File: src/rtl/cdrf_pkg.sv
// Shared types and constants for the CAN datagram receive filter.
// Holds the item structs, register indexes and filter configuration types.
// Depends on nothing; every other file imports it.
`default_nettype none

package cdrf_pkg;

  localparam int MAX_FRAME_BYTES = 64;
  localparam int LEN_PREFIX_BYTES = 1;
  localparam logic [31:0] SENDER_FIELD_MASK = 32'h1FFF_FFFF;
  localparam logic [5:0] BUFFER_LIMIT_RESET = 6'd63;
  localparam logic [6:0] POSITION_MAX = 7'd127;

  localparam int CFG_IDX_W = 2;
  localparam logic [CFG_IDX_W-1:0] CFG_OWN_IDENTIFIER = 2'd0;
  localparam logic [CFG_IDX_W-1:0] CFG_ACCEPT_MATCH = 2'd1;
  localparam logic [CFG_IDX_W-1:0] CFG_ACCEPT_MASK = 2'd2;
  localparam logic [CFG_IDX_W-1:0] CFG_BUFFER_LIMIT = 2'd3;

  typedef struct packed {
    logic [31:0] frame_identifier;
    logic [6:0]  frame_length;
    logic        frame_bad;
    logic [7:0]  data_byte;
    logic        frame_start;
    logic        frame_end;
  } in_item_t;

  typedef struct packed {
    logic [7:0]  payload_byte;
    logic        byte_present;
    logic [28:0] sender_id;
    logic [5:0]  datagram_length;
    logic        datagram_last;
  } out_item_t;

  typedef struct packed {
    logic [31:0] own_identifier;
    logic [31:0] accept_match;
    logic [31:0] accept_mask;
    logic [5:0]  buffer_limit;
  } filter_cfg_t;

  typedef struct packed {
    logic        accept;
    logic [28:0] sender;
    logic [5:0]  length;
  } verdict_t;

endpackage

`default_nettype wire

File: src/rtl/cdrf_in_if.sv
// Input channel of the CAN datagram receive filter: valid, ready and one frame byte item.
// Depends on cdrf_pkg for the item type.
`default_nettype none

interface cdrf_in_if import cdrf_pkg::*; ();
  logic     valid;
  logic     ready;
  in_item_t item;

  modport source (output valid, output item, input ready);
  modport sink (input valid, input item, output ready);
endinterface

`default_nettype wire

File: src/rtl/cdrf_out_if.sv
// Result channel of the CAN datagram receive filter: valid, ready and one datagram byte item.
// Depends on cdrf_pkg for the item type.
`default_nettype none

interface cdrf_out_if import cdrf_pkg::*; ();
  logic      valid;
  logic      ready;
  out_item_t item;

  modport source (output valid, output item, input ready);
  modport sink (input valid, input item, output ready);
endinterface

`default_nettype wire

File: src/rtl/cdrf_accept_filter.sv
// Frame acceptance test applied to the first item of a CAN frame.
// Depends on cdrf_pkg for the item, configuration and verdict types.
`default_nettype none

module cdrf_accept_filter import cdrf_pkg::*; (
  input  in_item_t    item,
  input  filter_cfg_t cfg,
  output verdict_t    verdict
);

  logic [31:0] sender_w;
  logic        own_hit;
  logic        mask_fail;
  logic        len_fail;
  logic        prefix_fail;
  logic [6:0]  payload_room;

  assign sender_w = item.frame_identifier & SENDER_FIELD_MASK;
  assign own_hit = (sender_w == cfg.own_identifier);
  assign mask_fail = (cfg.accept_mask != 32'd0) &&
                     ((sender_w & cfg.accept_mask) != cfg.accept_match);
  assign len_fail = (item.frame_length < 7'(LEN_PREFIX_BYTES)) ||
                    (item.frame_length > 7'(MAX_FRAME_BYTES));
  // Only meaningful when the frame holds at least the prefix byte.
  assign payload_room = item.frame_length - 7'(LEN_PREFIX_BYTES);
  assign prefix_fail = (item.data_byte > {1'b0, payload_room}) ||
                       (item.data_byte > {2'b00, cfg.buffer_limit});

  assign verdict.accept = !item.frame_bad && !own_hit && !mask_fail && !len_fail &&
                          !prefix_fail;
  assign verdict.sender = sender_w[28:0];
  assign verdict.length = item.data_byte[5:0];

endmodule

`default_nettype wire

File: src/rtl/can_datagram_rx_filter_core.sv
// Top level of the CAN datagram receive filter and deframer.
// Depends on cdrf_pkg, cdrf_in_if, cdrf_out_if and cdrf_accept_filter.
//
// Frames arrive on in_chan one data byte per item, each item repeating the
// frame's raw identifier, length and error mark. The first item carries the
// length prefix and decides acceptance: error frames, frames from our own
// identifier, frames failing the mask and match test, empty or oversized
// frames and frames whose prefix exceeds the payload or buffer_limit are
// dropped silently. Accepted datagram bytes leave on out_chan with the sender
// and the length, the last one flagged; an empty datagram gives one item with
// byte_present 0. Padding bytes produce nothing. Registers are written via
// cfg_we, cfg_index, cfg_wdata; the user must write only while idle, unchecked.
//
// An item is registered at acceptance in the input register and its result
// then enters the output register, from which it leaves on out_chan.
// One item per cycle is sustained while out_chan is ready. When out_chan
// stalls, the output register holds, the input register takes one more item
// and holds it, and then in_chan.ready drops.
// Reset clears the frame state and loads the register reset values.
`default_nettype none

module can_datagram_rx_filter_core import cdrf_pkg::*; (
  input  wire logic                 clk,
  input  wire logic                 rst_n,
  cdrf_in_if.sink                   in_chan,
  cdrf_out_if.source                out_chan,
  input  wire logic                 cfg_we,
  input  wire logic [CFG_IDX_W-1:0] cfg_index,
  input  wire logic [31:0]          cfg_wdata
);

  filter_cfg_t cfg_r;

  logic      s1_valid_r;
  in_item_t  s1_item_r;
  logic      s1_adv;
  logic      in_take;

  logic        acc_r, acc_nxt;
  logic [6:0]  pos_r, pos_nxt;
  logic [5:0]  hlen_r, hlen_nxt;
  logic [28:0] hsend_r, hsend_nxt;

  logic      emit;
  out_item_t emit_item;
  logic      out_valid_r;
  out_item_t out_item_r;

  verdict_t verdict;

  cdrf_accept_filter u_filter (
    .item    (s1_item_r),
    .cfg     (cfg_r),
    .verdict (verdict)
  );

  assign s1_adv = s1_valid_r && (!out_valid_r || out_chan.ready);
  assign in_chan.ready = !s1_valid_r || s1_adv;
  assign in_take = in_chan.valid && in_chan.ready;

  assign out_chan.valid = out_valid_r;
  assign out_chan.item = out_item_r;

  always_comb begin
    acc_nxt = acc_r;
    pos_nxt = pos_r;
    hlen_nxt = hlen_r;
    hsend_nxt = hsend_r;
    emit = 1'b0;
    emit_item.payload_byte = 8'd0;
    emit_item.byte_present = 1'b0;
    emit_item.sender_id = hsend_r;
    emit_item.datagram_length = hlen_r;
    emit_item.datagram_last = 1'b0;
    if (s1_item_r.frame_start) begin
      acc_nxt = 1'b0;
      pos_nxt = 7'd1;
      if (verdict.accept) begin
        hsend_nxt = verdict.sender;
        hlen_nxt = verdict.length;
        emit_item.sender_id = verdict.sender;
        emit_item.datagram_length = verdict.length;
        if (verdict.length == 6'd0) begin
          // Empty datagram: a single marker item.
          emit = 1'b1;
          emit_item.datagram_last = 1'b1;
        end else begin
          acc_nxt = 1'b1;
        end
      end
    end else if (acc_r) begin
      if ((pos_r >= 7'd1) && (pos_r <= {1'b0, hlen_r})) begin
        emit = 1'b1;
        emit_item.payload_byte = s1_item_r.data_byte;
        emit_item.byte_present = 1'b1;
        emit_item.datagram_last = (pos_r == {1'b0, hlen_r});
        if (pos_r == {1'b0, hlen_r}) begin
          acc_nxt = 1'b0;
        end
      end
      if (pos_r < POSITION_MAX) begin
        pos_nxt = pos_r + 7'd1;
      end
    end
    if (s1_item_r.frame_end) begin
      acc_nxt = 1'b0;
    end
  end

  always_ff @(posedge clk) begin
    if (!rst_n) begin
      cfg_r.own_identifier <= 32'd0;
      cfg_r.accept_match <= 32'd0;
      cfg_r.accept_mask <= 32'd0;
      cfg_r.buffer_limit <= BUFFER_LIMIT_RESET;
    end else if (cfg_we) begin
      unique case (cfg_index)
        CFG_OWN_IDENTIFIER: cfg_r.own_identifier <= cfg_wdata;
        CFG_ACCEPT_MATCH:   cfg_r.accept_match <= cfg_wdata;
        CFG_ACCEPT_MASK:    cfg_r.accept_mask <= cfg_wdata;
        CFG_BUFFER_LIMIT:   cfg_r.buffer_limit <= cfg_wdata[5:0];
        default:            cfg_r <= cfg_r;
      endcase
    end
  end

  always_ff @(posedge clk) begin
    if (!rst_n) begin
      s1_valid_r <= 1'b0;
      out_valid_r <= 1'b0;
      acc_r <= 1'b0;
      pos_r <= 7'd0;
      hlen_r <= 6'd0;
      hsend_r <= 29'd0;
    end else begin
      if (in_take) begin
        s1_valid_r <= 1'b1;
      end else if (s1_adv) begin
        s1_valid_r <= 1'b0;
      end
      if (s1_adv) begin
        out_valid_r <= emit;
        acc_r <= acc_nxt;
        pos_r <= pos_nxt;
        hlen_r <= hlen_nxt;
        hsend_r <= hsend_nxt;
      end else if (out_chan.ready) begin
        out_valid_r <= 1'b0;
      end
    end
  end

  always_ff @(posedge clk) begin
    if (in_take) begin
      s1_item_r <= in_chan.item;
    end
    if (s1_adv && emit) begin
      out_item_r <= emit_item;
    end
  end

endmodule

`default_nettype wire

File: src/flat_wrapper.sv
// flat-port wrapper written by rule: the top's interface ports become plain ports
module can_datagram_rx_filter_core_flat import cdrf_pkg::*;
  (clk, rst_n, cfg_we, cfg_index, cfg_wdata, in_chan_valid, in_chan_item, in_chan_ready, out_chan_valid, out_chan_item, out_chan_ready);
  cdrf_in_if in_chan_i ();
  cdrf_out_if out_chan_i ();
  input  wire logic clk;
  input  wire logic rst_n;
  input  wire logic cfg_we;
  input  wire logic [CFG_IDX_W-1:0] cfg_index;
  input  wire logic [31:0] cfg_wdata;
  input wire logic [$bits(in_chan_i.valid)-1:0] in_chan_valid;
  input wire logic [$bits(in_chan_i.item)-1:0] in_chan_item;
  output wire logic [$bits(in_chan_i.ready)-1:0] in_chan_ready;
  output wire logic [$bits(out_chan_i.valid)-1:0] out_chan_valid;
  output wire logic [$bits(out_chan_i.item)-1:0] out_chan_item;
  input wire logic [$bits(out_chan_i.ready)-1:0] out_chan_ready;
  assign in_chan_i.valid = in_chan_valid;
  assign in_chan_i.item = in_chan_item;
  assign in_chan_ready = in_chan_i.ready;
  assign out_chan_valid = out_chan_i.valid;
  assign out_chan_item = out_chan_i.item;
  assign out_chan_i.ready = out_chan_ready;
  can_datagram_rx_filter_core u_core (.clk(clk), .rst_n(rst_n), .in_chan(in_chan_i), .out_chan(out_chan_i), .cfg_we(cfg_we), .cfg_index(cfg_index), .cfg_wdata(cfg_wdata));
endmodule
File: config.mk
export PLATFORM = sky130hd
export DESIGN_NAME = can_datagram_rx_filter_core_flat
export DESIGN_NICKNAME = d
export VERILOG_FILES = /design/src/rtl/cdrf_pkg.sv /design/src/rtl/cdrf_in_if.sv /design/src/rtl/cdrf_out_if.sv /design/src/rtl/cdrf_accept_filter.sv /design/src/rtl/can_datagram_rx_filter_core.sv /design/src/flat_wrapper.sv
export SDC_FILE = /design/constraint.sdc
export NUM_CORES = 1
export LEC_CHECK = 0
export ABC_AREA = 0
export BUFFER_PORTS_ARGS = -buffer_cell sky130_fd_sc_hd__buf_2
export CAP_MARGIN = 5
export CORE_MARGIN = 2
export CORE_UTILIZATION = 28
export CTS_CLUSTER_DIAMETER = 120
export CTS_CLUSTER_SIZE = 8
export DETAILED_ROUTE_END_ITERATION = 12
export GPL_TIMING_DRIVEN = 0
export PLACE_DENSITY = 0.45
export SKIP_LAST_GASP = 1
export SLEW_MARGIN = 20
export SYNTH_ARGS = -nofsm -noshare
export SYNTH_HDL_FRONTEND = slang
export SYNTH_HIERARCHICAL = 1
export SYNTH_SLANG_ARGS = --single-unit
File: constraint.sdc
create_clock -name clk -period 6.3 [get_ports clk]
set_input_delay 0.945 -clock clk [delete_from_list [all_inputs] [get_ports clk]]
set_output_delay 0.945 -clock clk [all_outputs]
set_load 0.01 [all_outputs]
==> metrics.md, run 1 <==
| Metric | Value |
|---|---|
| Hold buffers post-CTS | `0` |
| Met1 Wirelength | `around 15000 microns` |
| Wire length on met3 | `1370 microns` |
| Worst skew pair latency | `0.51 ns` |
| Worst Setup Path Type | `flip-flop to flip-flop` |
| Avg Cell Area, Syn | `10.1 sq um` |
| Root buf cell | `clkbuf_16` |
| Synth Net Count | `1166` |
| P per Cell Area | `285 nW/um^2` |
| Initial Utilization | `around 28%` |
| Tmin final | `4.49 ns` |
| Worst vdd ir | `0.131 mV` |
| Metal2 WL | `between 10000 and 15000 microns` |
| CTS resizes | `0` |
| HPWL after DPL | `approximately 23000 microns` |
| Worst path top cell family by delay | `simple AND/OR/NAND/NOR gates` |
| Status | `finished, final reports clean` |
| WP data arrival | `4.63 ns` |
| Sink Count | `~240` |
| Final Skew | `roughly 0.023 ns` |
| Final period util | `71.3%` |
| Initial DRC Count | `roughly 420` |
| Post-Syn Area | `10600 sq um` |
| Gpl congestion | `0.788` |
| WP buf/inv | `2` |
| Final setup vio count | `0` |
| Post-DRT Antenna Nets | `0` |
| Highest metal used | `met5` |
| Pleak | `4.83 nW` |
| Critical path, cell by cell | `inv_1 > ha_1 > nand2_1 > xor2_1 > ha_1 > a21o_1 > a211o_1 > mux2i_1 > a21oi_1 > nor4_2 > nand2_1 > buf_2 > nor2_1 > o21a_4` |
| Crit-path max FO | `between 40 and 50` |
| Clock H-tree levels | `2` |
| Detailed-route via count | `~7700` |
| HP Start | `u_core/hsend_r[3]$_SDFFE_PN0P_` |
| Clock slew at reported path FFs | `about 0.05 ns` |
| Max-cap violation count | `0` |
| Hold WC Path Type | `flip-flop to flip-flop` |
| Fmax | `0.223 GHz` |
| Die ar. | `just under 40000 sq um` |
| Die height | `199 microns` |
| Critical path required time | `6.43 ns` |
| Gr ovfl total | `0` |
| Drt pass-1 iters | `5` |
| Slowest CP cell | `nor4_2` |
| Min-Delay Endpoint | `u_core/hsend_r[3]$_SDFFE_PN0P_` |
| Port Buffers | `131` |
| Final std cells w/o fill | `approximately 1800` |
| Synth Instances | `1054` |
| Placed cell areas | `11900 sq um` |
| Slew Limit Headroom | `48.9%` |
| CP max stage delay | `between 0.6 and 0.7 ns` |
| Fin. max-slew vios | `0` |
| Core area | `37500 sq um` |
| Routed WL | `30900 microns` |
| Hold Fails Final Rpt | `0` |
| Clock buffer depth | `3` |
| Post-Place Cells | `1697` |
| CP endpoint kind | `flip-flop` |
| Setup repair bufs after CTS | `0` |
| Final-stage net count | `1335` |
| R2R Setup Slk | `around 1.8 ns` |
| Worst R2R Start | `u_core/s1_item_r[11]$_DFFE_PP_` |
| Routed vias/inst | `4.39` |
| FP Rows | `between 70 and 80` |
| Yosys warns | `6` |
| Fraction of final layout cells sized beyond drive strength 1 | `about a fifth` |
| Die Span X | `199 microns` |
| First-pass GRT wire length | `46500 microns` |
| R2r endpoint | `u_core/out_chan.item[29]$_DFFE_PP_` |
| I/O pin count | `approximately 140` |
| Largest net degree at the start of global routing | `46` |
| TNS Setup | `0 ns` |
| Worst slew pin tran | `0.760 ns` |
| Vias in the first global route | `just under 8000` |
| CTS Buf Count | `35` |
| Area Overhead vs Synth | `21.6%` |
| Drc violations | `0` |
| All-Layer GR Usage | `~16%` |
| WHS Path Cells | `2` |
| Reg2Reg Depth | `14` |
| CTS tree | `built` |
| RSZ-0062 raised after global routing | `false` |
| Crit path launch type | `flip-flop` |
| Final instance area | `12900 sq um` |
| Antenna violations before repair | `3` |
| Routed len/inst | `17.6 microns` |
[flip-flops by register name, indices dropped and copies added, names as in the netlist]
register	count
u_core/s1_valid_r	1
u_core/out_chan.valid	1
u_core/hsend_r	29
u_core/cfg_r	102
u_core/out_chan.item	45
u_core/acc_r	1
u_core/s1_item_r	47
u_core/hlen_r	6
u_core/pos_r	7
[worst min-delay path, cell delays in order (launching register included)]
cell and delay, ns:
dfxtp_1 0.30, nand2_1 0.05, a21boi_1 0.05
[cell usage in the layout, fill, tap and decap left out, types with 2 or more instances in the layout]
cell and instances:
a21boi_0 6, a21boi_1 125, a21o_1 2, a21oi_1 9
a31oi_1 4, and2_1 9, and3_1 2, buf_2 142
buf_4 38, buf_6 3, clkbuf_1 56, clkbuf_16 35
dfxtp_1 147, edfxtp_1 92, ha_1 23, inv_1 15
mux2_2 35, nand2_1 321, nand2b_1 3, nand3_1 11
nand3b_1 3, nand4_1 11, nand4b_1 2, nor2_1 12
nor2b_1 7, nor3_1 3, nor4_1 28, nor4_2 2
o21ai_0 5, o21ai_1 2, xnor2_1 32, xor2_1 36
[report_power, final]
part           total [W]  internal, W  switching [W]
Clock            0.00170      0.00103       0.000674
Combinational   0.000267     0.000119       0.000148
Sequential       0.00171      0.00165      0.0000539
Total            0.00368      0.00280       0.000875
[how the worst max path moves through the flow]
| stage | start | to | slack [ns] | cells after the start |
|---|---|---|---|---|
| floorplan | u_core/s1_item_r[16]$_DFFE_PP_ | u_core/out_chan.item[0]$_DFFE_PP_ | 2.14 | 12 |
| global placement | u_core/s1_item_r[11]$_DFFE_PP_ | u_core/out_chan.item[28]$_DFFE_PP_ | 0.71 | 14 |
| detailed placement | u_core/s1_item_r[13]$_DFFE_PP_ | u_core/out_chan.item[26]$_DFFE_PP_ | 1.78 | 13 |
| CTS | u_core/s1_item_r[11]$_DFFE_PP_ | u_core/out_chan.item[9]$_DFFE_PP_ | 1.76 | 14 |
| global route | u_core/s1_item_r[13]$_DFFE_PP_ | u_core/out_chan.item[25]$_DFFE_PP_ | 1.50 | 13 |
| finish | u_core/s1_item_r[11]$_DFFE_PP_ | u_core/out_chan.item[29]$_DFFE_PP_ | 1.81 | 14 |
[cell type report]
| cell class | count | area (sq um) |
|---|---|---|
| Clock buffer | 56 | 955 |
| Clock inverter | 1 | 8.76 |
| Inverter | 15 | 56.3 |
| Fill cell | 3923 | 24600 |
| Multi-Input combinational cell | 713 | 4350 |
| Buffer | 87 | 505 |
| Sequential cell | 239 | 5710 |
| Timing Repair Buffer | 132 | 676 |
| Tap cell | 511 | 639 |
| Antenna cell | 1 | 2.50 |
[routing by layer]
metal | GRT usage (%) | vias up
met5 | 0 | -
met4 | 4.92 | 2
met3 | 3.12 | 51
met2 | 25.2 | 147
met1 | 21.8 | 3614
li1 | - | 3891
[metrics by stage]
step / hold slack (ns) / setup WS [ns] / total power [W] / utilization, %
3_5_place_dp: 0.445 / 1.78 / 0.00201 / 31.8
2_1_floorplan: 0.432 / 2.14 / 0.00188 / -
6_report: 0.448 / 1.81 / 0.00368 / 34.4
3_3_place_gp: 0.437 / 0.713 / 0.00201 / 31.7
4_1_cts: 0.451 / 1.76 / 0.00374 / 34.4
5_1_grt: 0.470 / 1.50 / 0.00383 / 34.4
(Power assumes the default switching activity.)
==> run 2, diff against run 1 <==
PLACE_DENSITY = 0.46   (was 0.45)
clock period = 3.9 ns   (was 6.3 ns; I/O delays follow)
==> metrics.md, run 2 (synthesized netlist as in run 1, its figures left out) <==
| Metric | Value |
|---|---|
| Status | `finished, final reports clean` |
| Hold WC Path Type | `input port to flip-flop` |
| R2r endpoint | `u_core/out_chan.item[20]$_DFFE_PP_` |
| Initial DRC Count | `around 420` |
| Worst vdd ir | `~0.25 mV` |
| Gpl congestion | `0.784` |
| WP data arrival | `3.81 ns` |
| R2R Setup Slk | `0.29 ns` |
| Antenna violations before repair | `2` |
| Final-stage net count | `1341` |
| Hold Fails Final Rpt | `0` |
| Max reg flops | `between 100 and 150` |
| I/O pin count | `136` |
| Critical path, cell by cell | `nor2_1 > nand3b_1 > xor2_1 > ha_1 > a21o_1 > a211o_1 > mux2i_1 > a21oi_1 > nor4_4 > nand2_4 > clkbuf_4 > nor2_4 > o21a_2` |
| Routed len/inst | `18.0 microns` |
| Area Overhead vs Synth | `22.9%` |
| Pleak | `4.88 nW` |
| Clock H-tree levels | `2` |
| Multi-input logic area | `4440 sq um` |
| Routed vias/inst | `4.48` |
| Initial Utilization | `28.3%` |
| Critical Path Sink | `u_core/out_chan.item[20]$_DFFE_PP_` |
| Critical path required time | `between 4 and 5 ns` |
| Vias in the first global route | `7796` |
| Fmax | `between 0.2 and 0.3 GHz` |
| Reg2Reg Depth | `13` |
| Final Skew | `0.0133 ns` |
| HPWL after DPL | `22700 microns` |
| Die height | `199 microns` |
| Hold buffers post-CTS | `0` |
| Largest register by flop count | `u_core/cfg_r` |
| Worst slew pin tran | `0.761 ns` |
| Reg area | `5710 sq um` |
| Port Buffers | `131` |
| WP buf/inv | `1` |
| Slew Limit Headroom | `49.3%` |
| Commonest cells after routing, fill and taps aside | `nand2_1, dfxtp_1, buf_2` |
| P per Cell Area | `461 nW/um^2` |
| CP startpoint | `u_core/s1_item_r[13]$_DFFE_PP_` |
| Gr ovfl total | `0` |
| Core Util, Final | `34.8%` |
| FP Rows | `71` |
| Post-DRT Antenna Nets | `0` |
| CP max stage delay | `0.45 ns` |
| Detailed-route via count | `7884` |
| Worst Setup Path Type | `flip-flop to flip-flop` |
| Crit-path max FO | `10` |
| CP endpoint kind | `flip-flop` |
| Fin. max-slew vios | `0` |
| All-Layer GR Usage | `16.2%` |
| Tmin final | `between 3 and 4 ns` |
| Routed WL | `31600 microns` |
| Largest net degree at the start of global routing | `26` |
| Filler Cell Count | `3926` |
| Final period util | `92.6%` |
| Root buf cell | `clkbuf_16` |
| Core area | `37500 sq um` |
| Die ar. | `39400 sq um` |
| Clock slew at reported path FFs | `0.05 ns` |
| TNS Setup | `0 ns` |
| Max-cap violation count | `0` |
| CTS tree | `built` |
| Worst path top cell family by delay | `simple AND/OR/NAND/NOR gates` |
| Final setup vio count | `0` |
| Fraction of final layout cells sized beyond drive strength 1 | `21.9%` |
| Most common cell after layout, fill and taps aside | `nand2_1` |
| Final worst setup slack | `between 0.2 and 0.3 ns` |
| Clock buffer depth | `3` |
| Critical path depth | `13` |
| First-pass GRT wire length | `~48000 microns` |
| Drc violations | `0` |
| Sink Count | `239` |
| Drt pass-1 iters | `5` |
| CTS Buf Count | `35` |
| RSZ-0062 raised after global routing | `false` |
| Die Span X | `199 microns` |
| Worst skew pair latency | `roughly 0.52 ns` |
| Crit path launch type | `flip-flop` |
| Slowest CP cell | `edfxtp_1` |
| Worst R2R Start | `u_core/s1_item_r[13]$_DFFE_PP_` |
| Place WS | `-0.643 ns` |
==> run 2: where the power goes <==
group,switching [W],internal (W),total (W)
Clock,0.00112,0.00170,0.00282
Sequential,0.0000861,0.00267,0.00276
Combinational,0.000246,0.000194,0.000440
Total,0.00145,0.00457,0.00601
==> run 2: metrics by stage <==
stage	instances	hold slack, ns	power, W	cell area (sq um)
6_report	1761	0.242	0.00601	13000
3_5_place_dp	1697	0.441	0.00324	11900
5_1_grt	1760	0.209	0.00626	13000
3_3_place_gp	1696	0.437	0.00324	11900
4_1_cts	1758	0.211	0.00610	13000
2_1_floorplan	1054	0.432	0.00304	10600
==> run 2: routing by layer <==
| metal | part of all wire (%) | up-vias | track usage [%] |
|---|---|---|---|
| li1 | - | 3916 | - |
| met1 | 47 | 3737 | 21.8 |
| met2 | 45 | 179 | 26.1 |
| met3 | 5.5 | 50 | 3.59 |
| met4 | 2.5 | 2 | 4.78 |
| met5 | 0.022 | - | 0 |
==> run 2: repair_timing <==
item,CTS,global route
cloned,3,2
endpoints found under the setup margin,59,34
pin swaps,3,2
resized for setup,6,4
buffers inserted,1,0
==> run 2: how the worst min path moves through the flow <==
stage                                   startpoint                              to  slack, ns  cells past startpoint
floorplan           u_core/hsend_r[0]$_SDFFE_PN0P_  u_core/hsend_r[0]$_SDFFE_PN0P_       0.43                      2
global placement    u_core/hsend_r[0]$_SDFFE_PN0P_  u_core/hsend_r[0]$_SDFFE_PN0P_       0.44                      2
detailed placement  u_core/hsend_r[1]$_SDFFE_PN0P_  u_core/hsend_r[1]$_SDFFE_PN0P_       0.44                      2
CTS                               in_chan_item[39]  u_core/s1_item_r[39]$_DFFE_PP_       0.21                      1
global route                      in_chan_item[39]  u_core/s1_item_r[39]$_DFFE_PP_       0.21                      1
finish                            in_chan_item[39]  u_core/s1_item_r[39]$_DFFE_PP_       0.24                      1
==> run 2: cell type report <==
cell class | count | area share (%)
Clock inverter | 2 | 0.192
Tap cell | 511 | 4.91
Inverter | 15 | 0.432
Clock buffer | 55 | 7.46
Multi-Input combinational cell | 718 | 34.1
Timing Repair Buffer | 133 | 5.24
Sequential cell | 239 | 43.8
Antenna cell | 1 | 0.0192
Buffer | 87 | 3.90
